$ cat config.mk
export PLATFORM = sky130hd
export DESIGN_NAME = pulse_width_frame_encoder
export DESIGN_NICKNAME = d
export VERILOG_FILES = /design/src/rtl/pwfe_pkg.sv /design/src/rtl/pwfe_front.sv /design/src/rtl/pwfe_back.sv /design/src/rtl/pulse_width_frame_encoder.sv
export SDC_FILE = /design/constraint.sdc
export NUM_CORES = 1
export LEC_CHECK = 0
export BUFFER_PORTS_ARGS = -buffer_cell sky130_fd_sc_hd__buf_2
export CAP_MARGIN = 40
export CORE_MARGIN = 8
export CORE_UTILIZATION = 63
export CTS_BUF_LIST = sky130_fd_sc_hd__clkbuf_4 sky130_fd_sc_hd__clkbuf_8
export CTS_CLUSTER_DIAMETER = 150
export DETAILED_ROUTE_END_ITERATION = 8
export PLACE_DENSITY = 0.85
export SETUP_SLACK_MARGIN = 0.2
export SLEW_MARGIN = 20
export SYNTH_ARGS = -nofsm -noshare
export SYNTH_HDL_FRONTEND = slang
export SYNTH_SLANG_ARGS = --single-unit
$ cat constraint.sdc
create_clock -name clk -period 6.4 [get_ports clk]
set_input_delay 0.96 -clock clk [delete_from_list [all_inputs] [get_ports clk]]
set_output_delay 0.96 -clock clk [all_outputs]
set_load 0.01 [all_outputs]
$ cat src/rtl/pwfe_pkg.sv
// Shared types and constants for the pulse-width frame encoder.
// No dependencies; used by every module in rtl/.
`timescale 1ns / 1ps

package pwfe_pkg;

  localparam int DUR_W              = 16;
  localparam int BYTE_W             = 8;
  localparam int PREAMBLE_PAIRS_DEF = 9;
  localparam int DATA_HALVES        = 18;   // eight bit pairs and one parity pair

  // Configuration register indexes (paddr[3:2])
  localparam logic [1:0] REG_SHORT = 2'd0;
  localparam logic [1:0] REG_LONG  = 2'd1;
  localparam logic [1:0] REG_END   = 2'd2;

  localparam int APB_AW = 4;
  localparam int APB_DW = 32;

  // Command queue and output queue geometry
  localparam int QUEUE_DEPTH = 2;
  localparam int QUEUE_AW    = 1;

  typedef struct packed {
    logic [BYTE_W-1:0] data_byte;
    logic              parity;
    logic              first_of_frame;
    logic              last_of_frame;
  } cmd_t;

  typedef struct packed {
    logic [DUR_W-1:0] duration;
    logic             last_of_run;
    logic             frame_end;
  } res_t;

  typedef struct packed {
    logic [DUR_W-1:0] short_duration;
    logic [DUR_W-1:0] long_duration;
    logic [DUR_W-1:0] end_duration;
  } cfg_t;

endpackage

$ cat src/rtl/pwfe_front.sv
// Front end: accepts input bytes, computes parity and queues a command.
// Depends on pwfe_pkg.
`timescale 1ns / 1ps

module pwfe_front (
  input  logic                             clk,
  input  logic                             rst_n,
  input  logic                             push,
  output logic                             full,
  input  logic [pwfe_pkg::BYTE_W-1:0]      in_data_byte,
  input  logic                             in_first_of_frame,
  input  logic                             in_last_of_frame,
  output logic                             cmd_valid,
  output pwfe_pkg::cmd_t                   cmd_data,
  input  logic                             cmd_pop
);

  pwfe_pkg::cmd_t                      mem_r [pwfe_pkg::QUEUE_DEPTH];
  logic [pwfe_pkg::QUEUE_AW-1:0]       wr_ptr_r, wr_ptr_nxt;
  logic [pwfe_pkg::QUEUE_AW-1:0]       rd_ptr_r, rd_ptr_nxt;
  logic [pwfe_pkg::QUEUE_AW:0]         cnt_r, cnt_nxt;
  logic                                do_push, do_pop;
  pwfe_pkg::cmd_t                      new_cmd;

  assign full      = (cnt_r == (pwfe_pkg::QUEUE_AW+1)'(pwfe_pkg::QUEUE_DEPTH));
  assign cmd_valid = (cnt_r != '0);
  assign cmd_data  = mem_r[rd_ptr_r];
  assign do_push   = push && !full;
  assign do_pop    = cmd_pop && cmd_valid;

  always_comb begin
    new_cmd.data_byte      = in_data_byte;
    new_cmd.parity         = ^in_data_byte;
    new_cmd.first_of_frame = in_first_of_frame;
    new_cmd.last_of_frame  = in_last_of_frame;
  end

  always_comb begin
    wr_ptr_nxt = wr_ptr_r + (pwfe_pkg::QUEUE_AW)'(do_push);
    rd_ptr_nxt = rd_ptr_r + (pwfe_pkg::QUEUE_AW)'(do_pop);
    cnt_nxt    = cnt_r + (pwfe_pkg::QUEUE_AW+1)'(do_push)
                       - (pwfe_pkg::QUEUE_AW+1)'(do_pop);
  end

  always_ff @(posedge clk) begin
    if (!rst_n) begin
      wr_ptr_r <= '0;
      rd_ptr_r <= '0;
      cnt_r    <= '0;
    end else begin
      wr_ptr_r <= wr_ptr_nxt;
      rd_ptr_r <= rd_ptr_nxt;
      cnt_r    <= cnt_nxt;
    end
  end

  always_ff @(posedge clk) begin
    if (do_push) begin
      mem_r[wr_ptr_r] <= new_cmd;
    end
  end

endmodule

$ cat src/rtl/pwfe_back.sv
// Back end: sequences one command into its run of durations, one per cycle
// if the small output queue holding results has room. Depends on pwfe_pkg.
`timescale 1ns / 1ps

module pwfe_back #(
  parameter int PREAMBLE_PAIRS = pwfe_pkg::PREAMBLE_PAIRS_DEF
) (
  input  logic                         clk,
  input  logic                         rst_n,
  input  pwfe_pkg::cfg_t               cfg,
  input  logic                         cmd_valid,
  input  pwfe_pkg::cmd_t               cmd_data,
  output logic                         cmd_pop,
  output logic                         empty,
  input  logic                         pop,
  output pwfe_pkg::res_t               res
);

  localparam int PRE_HALVES = 2 * PREAMBLE_PAIRS;
  localparam int CNT_MAX    = (PRE_HALVES > pwfe_pkg::DATA_HALVES) ? PRE_HALVES
                                                                   : pwfe_pkg::DATA_HALVES;
  localparam int CNT_W      = $clog2(CNT_MAX);

  localparam logic [1:0] PH_START = 2'd0;
  localparam logic [1:0] PH_PRE   = 2'd1;
  localparam logic [1:0] PH_DATA  = 2'd2;
  localparam logic [1:0] PH_END   = 2'd3;

  logic                 busy_r, busy_nxt;
  logic [1:0]           phase_r, phase_nxt;
  logic [CNT_W-1:0]     cnt_r, cnt_nxt;
  pwfe_pkg::cmd_t       cur_r, cur_nxt;

  pwfe_pkg::res_t                  omem_r [pwfe_pkg::QUEUE_DEPTH];
  logic [pwfe_pkg::QUEUE_AW-1:0]   owr_r, owr_nxt;
  logic [pwfe_pkg::QUEUE_AW-1:0]   ord_r, ord_nxt;
  logic [pwfe_pkg::QUEUE_AW:0]     ocnt_r, ocnt_nxt;

  logic                 emit, final_step, load, do_pop, bit_val;
  logic [8:0]           bits9;
  pwfe_pkg::res_t       out_item;

  assign emit  = busy_r && (ocnt_r != (pwfe_pkg::QUEUE_AW+1)'(pwfe_pkg::QUEUE_DEPTH));
  assign bits9 = {cur_r.parity, cur_r.data_byte};
  assign bit_val = bits9[cnt_r[4:1]];

  always_comb begin
    final_step = 1'b0;
    if (phase_r == PH_END) begin
      final_step = 1'b1;
    end else if (phase_r == PH_DATA &&
                 cnt_r == CNT_W'(pwfe_pkg::DATA_HALVES - 1) && !cur_r.last_of_frame) begin
      final_step = 1'b1;
    end
  end

  assign load    = cmd_valid && (!busy_r || (emit && final_step));
  assign cmd_pop = load;

  // Select the duration for the current step
  always_comb begin
    out_item.last_of_run = final_step;
    out_item.frame_end   = (phase_r == PH_END);
    unique case (phase_r)
      PH_START: out_item.duration = cfg.long_duration;
      PH_PRE:   out_item.duration = cfg.short_duration;
      PH_DATA:  out_item.duration = bit_val ? cfg.long_duration : cfg.short_duration;
      PH_END:   out_item.duration = cfg.end_duration;
      default:  out_item.duration = cfg.short_duration;
    endcase
  end

  // Step sequencer
  always_comb begin
    busy_nxt  = busy_r;
    phase_nxt = phase_r;
    cnt_nxt   = cnt_r;
    cur_nxt   = cur_r;
    if (emit) begin
      cnt_nxt = cnt_r + CNT_W'(1);
      unique case (phase_r)
        PH_START: begin
          phase_nxt = PH_PRE;
          cnt_nxt   = '0;
        end
        PH_PRE: begin
          if (cnt_r == CNT_W'(PRE_HALVES - 1)) begin
            phase_nxt = PH_DATA;
            cnt_nxt   = '0;
          end
        end
        PH_DATA: begin
          if (cnt_r == CNT_W'(pwfe_pkg::DATA_HALVES - 1)) begin
            phase_nxt = PH_END;
            cnt_nxt   = '0;
          end
        end
        PH_END: begin
          cnt_nxt = '0;
        end
        default: begin
          cnt_nxt = '0;
        end
      endcase
      if (final_step) begin
        busy_nxt = 1'b0;
      end
    end
    if (load) begin
      busy_nxt  = 1'b1;
      cur_nxt   = cmd_data;
      cnt_nxt   = '0;
      phase_nxt = cmd_data.first_of_frame ? PH_START : PH_DATA;
    end
  end

  always_ff @(posedge clk) begin
    if (!rst_n) begin
      busy_r  <= 1'b0;
      phase_r <= PH_DATA;
      cnt_r   <= '0;
    end else begin
      busy_r  <= busy_nxt;
      phase_r <= phase_nxt;
      cnt_r   <= cnt_nxt;
    end
  end

  always_ff @(posedge clk) begin
    cur_r <= cur_nxt;
  end

  // Output queue
  assign empty  = (ocnt_r == '0);
  assign do_pop = pop && !empty;
  assign res    = omem_r[ord_r];

  always_comb begin
    owr_nxt  = owr_r + (pwfe_pkg::QUEUE_AW)'(emit);
    ord_nxt  = ord_r + (pwfe_pkg::QUEUE_AW)'(do_pop);
    ocnt_nxt = ocnt_r + (pwfe_pkg::QUEUE_AW+1)'(emit)
                      - (pwfe_pkg::QUEUE_AW+1)'(do_pop);
  end

  always_ff @(posedge clk) begin
    if (!rst_n) begin
      owr_r  <= '0;
      ord_r  <= '0;
      ocnt_r <= '0;
    end else begin
      owr_r  <= owr_nxt;
      ord_r  <= ord_nxt;
      ocnt_r <= ocnt_nxt;
    end
  end

  always_ff @(posedge clk) begin
    if (emit) begin
      omem_r[owr_r] <= out_item;
    end
  end

endmodule

$ cat src/rtl/pulse_width_frame_encoder.sv
// Pulse-width frame encoder: one duration is queued per cycle while the output queue has
// room; a plain byte gives 18 durations, a frame-opening byte 1 + 2*PREAMBLE_PAIRS more,
// a frame-closing byte one more; the back-end sequencer's output writes set that rate.
// An item's first duration passes the command queue, sequencer and output queue.
// Reset (rst_n low, synchronous) empties both queues, idles the sequencer and loads
// the duration registers with 50, 100 and 400. Depends on pwfe_pkg, pwfe_front, pwfe_back.
`timescale 1ns / 1ps

module pulse_width_frame_encoder #(
  parameter int PREAMBLE_PAIRS = pwfe_pkg::PREAMBLE_PAIRS_DEF
) (
  input  logic                             clk,
  input  logic                             rst_n,
  // input channel
  input  logic                             push,
  output logic                             full,
  input  logic [pwfe_pkg::BYTE_W-1:0]      in_data_byte,
  input  logic                             in_first_of_frame,
  input  logic                             in_last_of_frame,
  // result channel
  output logic                             empty,
  input  logic                             pop,
  output logic [pwfe_pkg::DUR_W-1:0]       out_duration,
  output logic                             out_last_of_run,
  output logic                             out_frame_end,
  // configuration port
  input  logic                             psel,
  input  logic                             penable,
  input  logic                             pwrite,
  input  logic [pwfe_pkg::APB_AW-1:0]      paddr,
  input  logic [pwfe_pkg::APB_DW-1:0]      pwdata,
  output logic [pwfe_pkg::APB_DW-1:0]      prdata,
  output logic                             pready
);

  pwfe_pkg::cfg_t   cfg_r, cfg_nxt;
  logic             cfg_wr;
  logic [1:0]       reg_idx;
  logic             cmd_valid, cmd_pop;
  pwfe_pkg::cmd_t   cmd_data;
  pwfe_pkg::res_t   res;

  // Configuration registers: write on the access phase, ignore unknown indexes
  assign pready  = 1'b1;
  assign reg_idx = paddr[3:2];
  assign cfg_wr  = psel && penable && pwrite && pready;

  always_comb begin
    cfg_nxt = cfg_r;
    if (cfg_wr) begin
      unique case (reg_idx)
        pwfe_pkg::REG_SHORT: cfg_nxt.short_duration = pwdata[pwfe_pkg::DUR_W-1:0];
        pwfe_pkg::REG_LONG:  cfg_nxt.long_duration  = pwdata[pwfe_pkg::DUR_W-1:0];
        pwfe_pkg::REG_END:   cfg_nxt.end_duration   = pwdata[pwfe_pkg::DUR_W-1:0];
        default:             cfg_nxt = cfg_r;
      endcase
    end
  end

  always_ff @(posedge clk) begin
    if (!rst_n) begin
      cfg_r.short_duration <= pwfe_pkg::DUR_W'(50);
      cfg_r.long_duration  <= pwfe_pkg::DUR_W'(100);
      cfg_r.end_duration   <= pwfe_pkg::DUR_W'(400);
    end else begin
      cfg_r <= cfg_nxt;
    end
  end

  // Read back: zero-extend the selected register
  always_comb begin
    unique case (reg_idx)
      pwfe_pkg::REG_SHORT: prdata = pwfe_pkg::APB_DW'(cfg_r.short_duration);
      pwfe_pkg::REG_LONG:  prdata = pwfe_pkg::APB_DW'(cfg_r.long_duration);
      pwfe_pkg::REG_END:   prdata = pwfe_pkg::APB_DW'(cfg_r.end_duration);
      default:             prdata = '0;
    endcase
  end

  // Front: accept the byte, compute parity, queue the command
  pwfe_front u_front (
    .clk               (clk),
    .rst_n             (rst_n),
    .push              (push),
    .full              (full),
    .in_data_byte      (in_data_byte),
    .in_first_of_frame (in_first_of_frame),
    .in_last_of_frame  (in_last_of_frame),
    .cmd_valid         (cmd_valid),
    .cmd_data          (cmd_data),
    .cmd_pop           (cmd_pop)
  );

  // Back: walk start, preamble, bits, parity, end; one per cycle while output has room
  pwfe_back #(
    .PREAMBLE_PAIRS (PREAMBLE_PAIRS)
  ) u_back (
    .clk       (clk),
    .rst_n     (rst_n),
    .cfg       (cfg_r),
    .cmd_valid (cmd_valid),
    .cmd_data  (cmd_data),
    .cmd_pop   (cmd_pop),
    .empty     (empty),
    .pop       (pop),
    .res       (res)
  );

  assign out_duration    = res.duration;
  assign out_last_of_run = res.last_of_run;
  assign out_frame_end   = res.frame_end;

endmodule
==> out/qor_table.md <==
| Item | This run | Unit |
|:---|:---|:---|
| Number of max-cap violations | 0 | - |
| Final-layout setup total negative slack | 0 | ps |
| Number of distinct library cells after synthesis | 47 | - |
| Clock latency on the worst-skew pair | 430 | ps |
| Htree depth | 4 | - |
| Die outline area | 13800 | µm² |
| Post-Route WL | 15.0 | mm |
| DRC violation count after routing | 0 | - |
| Number of buffers created by CTS | 17 | - |
| Worst IR Drop VDD | 0.000242 | V |
| Total of flip-flops plus latches after synthesis | 134 | - |
| Post-route clock period utilization | 52.2 | % |
| GP Congestion | 0.848 | - |
| Clock buffer depth | 2 | - |
| Core Box Area | 10100 | µm² |
| Initial standard-cell utilization of the core | 63.9 | % |
| Number of antenna diodes | 0 | - |
| Upper clock frequency limit | 0.300 | GHz |
| Number of top-level pins | 106 | - |
| Height of the die | 117 | µm |
| Reg2Reg Setup Slack | 3560 | ps |
| Post-Synthesis Cells | 601 | - |
| Antenna viol nets, final | 0 | - |
| CTS root buffer | sky130_fd_sc_hd__clkbuf_8 | - |
| Cts hold-fix bufs | 0 | - |
| Category of the worst setup path capture point | primary output | - |
| Count of routing violations after the opening detailed-route iteration | 416 | - |
| Proportion of netlist area held by the largest area contributor | 31.5 | % |
| TritonCTS clock tree | done | - |
| Status | finished, final reports clean | - |
| Filler cell count in the final layout | 658 | - |
| Fin nets | 736 | - |
| Dominant cells by area after synthesis | sky130_fd_sc_hd__edfxtp_1 (32%), sky130_fd_sc_hd__dfxtp_1 (20%), sky130_fd_sc_hd__mux2i_1 (5.4%) | - |
| Number of global-route vias before repair | 4954 | - |
| Clock-pin slew reported for the worst setup and hold paths after clock tree synthesis | 80 | ps |
| Total gr overflow | 0 | - |
| DR vias | 4861 | - |
| Power density normalized to cell area | 398 | nW/µm² |
| Overall global routing resource usage | 21.3 | % |
| Post-DP HPWL | 9.84 | mm |
| Detailed-routing iteration count for the pre-antenna-repair pass | 7 | - |
| Launching instance or port of the critical path | paddr[3] | - |
| Ys Warns | 0 | - |
| WL/cell | 18.3 | µm |
| Count of buffers added by post-CTS timing repair for setup | 0 | - |
| Initial antenna violation count | 0 | - |
| Maximum fanout along the worst path | 21 | - |
| # port buffers | 70 | - |
| Dpl cells | 780 | - |
| Worst min path class | flip-flop to flip-flop | - |
| Layout Cells excl Fill | 817 | - |
| Cell taking the most area after synthesis | sky130_fd_sc_hd__edfxtp_1 | - |
| Slew at the pin with the worst max-slew slack | 818 | ps |
| Startpoint of the worst-slack reg-to-reg timing path | u_back.cnt_r[1] | - |
| Crit path required time | 5440 | ps |
| Async set-or-reset flop fraction in the synthesized netlist | 0 | % |
| Mean area per synthesized cell | 10.8 | µm² |
| Hold Violations, Final | 0 | - |
| RSZ-0062 raised after global routing | no | - |
| Final Max Tran Viols | 0 | - |
| Category of the most critical setup path | input port to primary output | - |
| Share of cells above drive strength 1 | 25.3 | % |
| Standard-cell rows | 37 | - |
| Die W | 117 | µm |
| First-pass GRT wire length | 23.9 | mm |
| Tightest slew margin relative to the limit | 45.5 | % |
| Final setup violation count | 0 | - |
| Area of the mapped netlist | 6470 | µm² |
| Leading cell types by count after synthesis | sky130_fd_sc_hd__nand2_1 (83), sky130_fd_sc_hd__edfxtp_1 (68), sky130_fd_sc_hd__dfxtp_1 (66) | - |
| Leakage dissipation | 0.00275 | µW |
| Sequential cell area fraction in the yosys report | 52.0 | % |
| Mean number of vias per cell | 5.95 | - |
| Post-synth EDFFs | 68 | - |
| Post-cts sizing count | 0 | - |
| Total number of clock tree sinks | 134 | - |
| Layout overhead on the synthesized area | 13.5 | % |
| Startpoint class of the critical path | input port | - |
| Layout Skew | 7.04 | ps |
| WP data arrival | 2380 | ps |
| Prevailing post-synth register cell | sky130_fd_sc_hd__edfxtp_1 | - |
| Pin count of the biggest net entering global routing | 36 | - |
| Leading cell type by number of instances after synthesis | sky130_fd_sc_hd__nand2_1 | - |
| Shortest period the worst path allows | 3340 | ps |
| Worst Min Path Start | cfg_r[31] | - |
## flip-flops by register name, summed over array words and instances (netlist names), 2 cells and up, named ones only
signal          flops
u_back.omem_r      36
u_back.phase_r      2
u_back.bits9        9
u_front.cnt_r       2
u_front.mem_r      22
cfg_r              48
u_back.ocnt_r       2
u_back.cnt_r        5
## critical path, stage by stage
cell and delay (ps):
sky130_fd_sc_hd__buf_2 340, sky130_fd_sc_hd__nor2b_1 360, sky130_fd_sc_hd__buf_4 300, sky130_fd_sc_hd__nand2_1 90
sky130_fd_sc_hd__o21ai_0 130, sky130_fd_sc_hd__buf_2 190
## layout by cell type (no fill, tap or decap), types with 2 or more instances in the layout
master and instances:
sky130_fd_sc_hd__inv_1 13, sky130_fd_sc_hd__nand3_1 9, sky130_fd_sc_hd__dfxtp_1 66, sky130_fd_sc_hd__a2111oi_2 10
sky130_fd_sc_hd__a2111oi_0 7, sky130_fd_sc_hd__a211oi_2 10, sky130_fd_sc_hd__mux2i_1 35, sky130_fd_sc_hd__buf_6 3
sky130_fd_sc_hd__buf_2 71, sky130_fd_sc_hd__ha_1 15, sky130_fd_sc_hd__xor2_1 4, sky130_fd_sc_hd__o21ai_0 17
sky130_fd_sc_hd__nor3b_1 4, sky130_fd_sc_hd__buf_8 3, sky130_fd_sc_hd__conb_1 17, sky130_fd_sc_hd__o211ai_1 2
sky130_fd_sc_hd__and2_1 3, sky130_fd_sc_hd__bufinv_16 4, sky130_fd_sc_hd__clkinv_4 4, sky130_fd_sc_hd__or3_1 2
sky130_fd_sc_hd__a211oi_1 8, sky130_fd_sc_hd__a22oi_1 16, sky130_fd_sc_hd__nor2_1 45, sky130_fd_sc_hd__xnor2_1 12
sky130_fd_sc_hd__mux2_2 29, sky130_fd_sc_hd__edfxtp_1 68, sky130_fd_sc_hd__nand4_1 2, sky130_fd_sc_hd__a21oi_1 46
sky130_fd_sc_hd__buf_4 9, sky130_fd_sc_hd__nand2_1 83, sky130_fd_sc_hd__nor2b_1 24, sky130_fd_sc_hd__clkinv_2 3
sky130_fd_sc_hd__clkbuf_8 18
## through the flow
step | instance area [µm²] | hold slack (ps) | power [µW] | util [%] | worst slack, ps
2_1_floorplan | 6530 | 446 | 1870 | - | 3370
3_3_place_gp | 6820 | 454 | 2090 | 67.3 | 3200
3_5_place_dp | 6850 | 468 | 2140 | 67.6 | 3140
4_1_cts | 7290 | 478 | 2890 | 71.9 | 3120
5_1_grt | 7350 | 491 | 3050 | 72.5 | 2990
6_report | 7350 | 479 | 2920 | 72.5 | 3060
## layer usage
metal  vias up  routed length [µm]  track usage, %
met5         -                   0               0
met4         0                 318            9.57
met3        37                1560            5.95
met2       270                7250            34.5
met1      2305                5830            25.9
li1       2249                   -               -
## layout make-up
cell class | count | area, µm² | share of cell area, %
flip-flops and latches | 134 | 3360 | 45.8
multi-input cells | 416 | 2830 | 38.5
repair buffers | 86 | 502 | 6.83
clock buffers | 19 | 255 | 3.47
clock inverters | 13 | 181 | 2.47
well taps | 136 | 170 | 2.32
inverters | 13 | 48.8 | 0.664
## kinds of logic (layout without fill, tap and decap cells)
group,Yosys count,after routing,share of synthesized area (%)
and+or+nand+nor,178,178,12.3
buffers and inverters,66,131,5.24
DFF,134,134,52.0
other,2,17,0.116
muxes,65,65,10.8
adders and majority gates,15,15,2.90
AOI/OAI and AO/OA,125,125,14.5
xor gates and xnor gates,16,16,2.16
## power breakdown
part	switching, µW	internal (µW)
logic	551	402
clock network	320	438
registers	85.1	1130
total	956	1970
## final timing paths
check / end / cells past startpoint
hold / removal: cfg_r[31] / 2
setup reg to reg: u_front.cnt_r[1] / 11
hold reg to reg: cfg_r[31] / 2
setup / recovery: prdata[14] / 6
(Power assumes the default switching activity.)
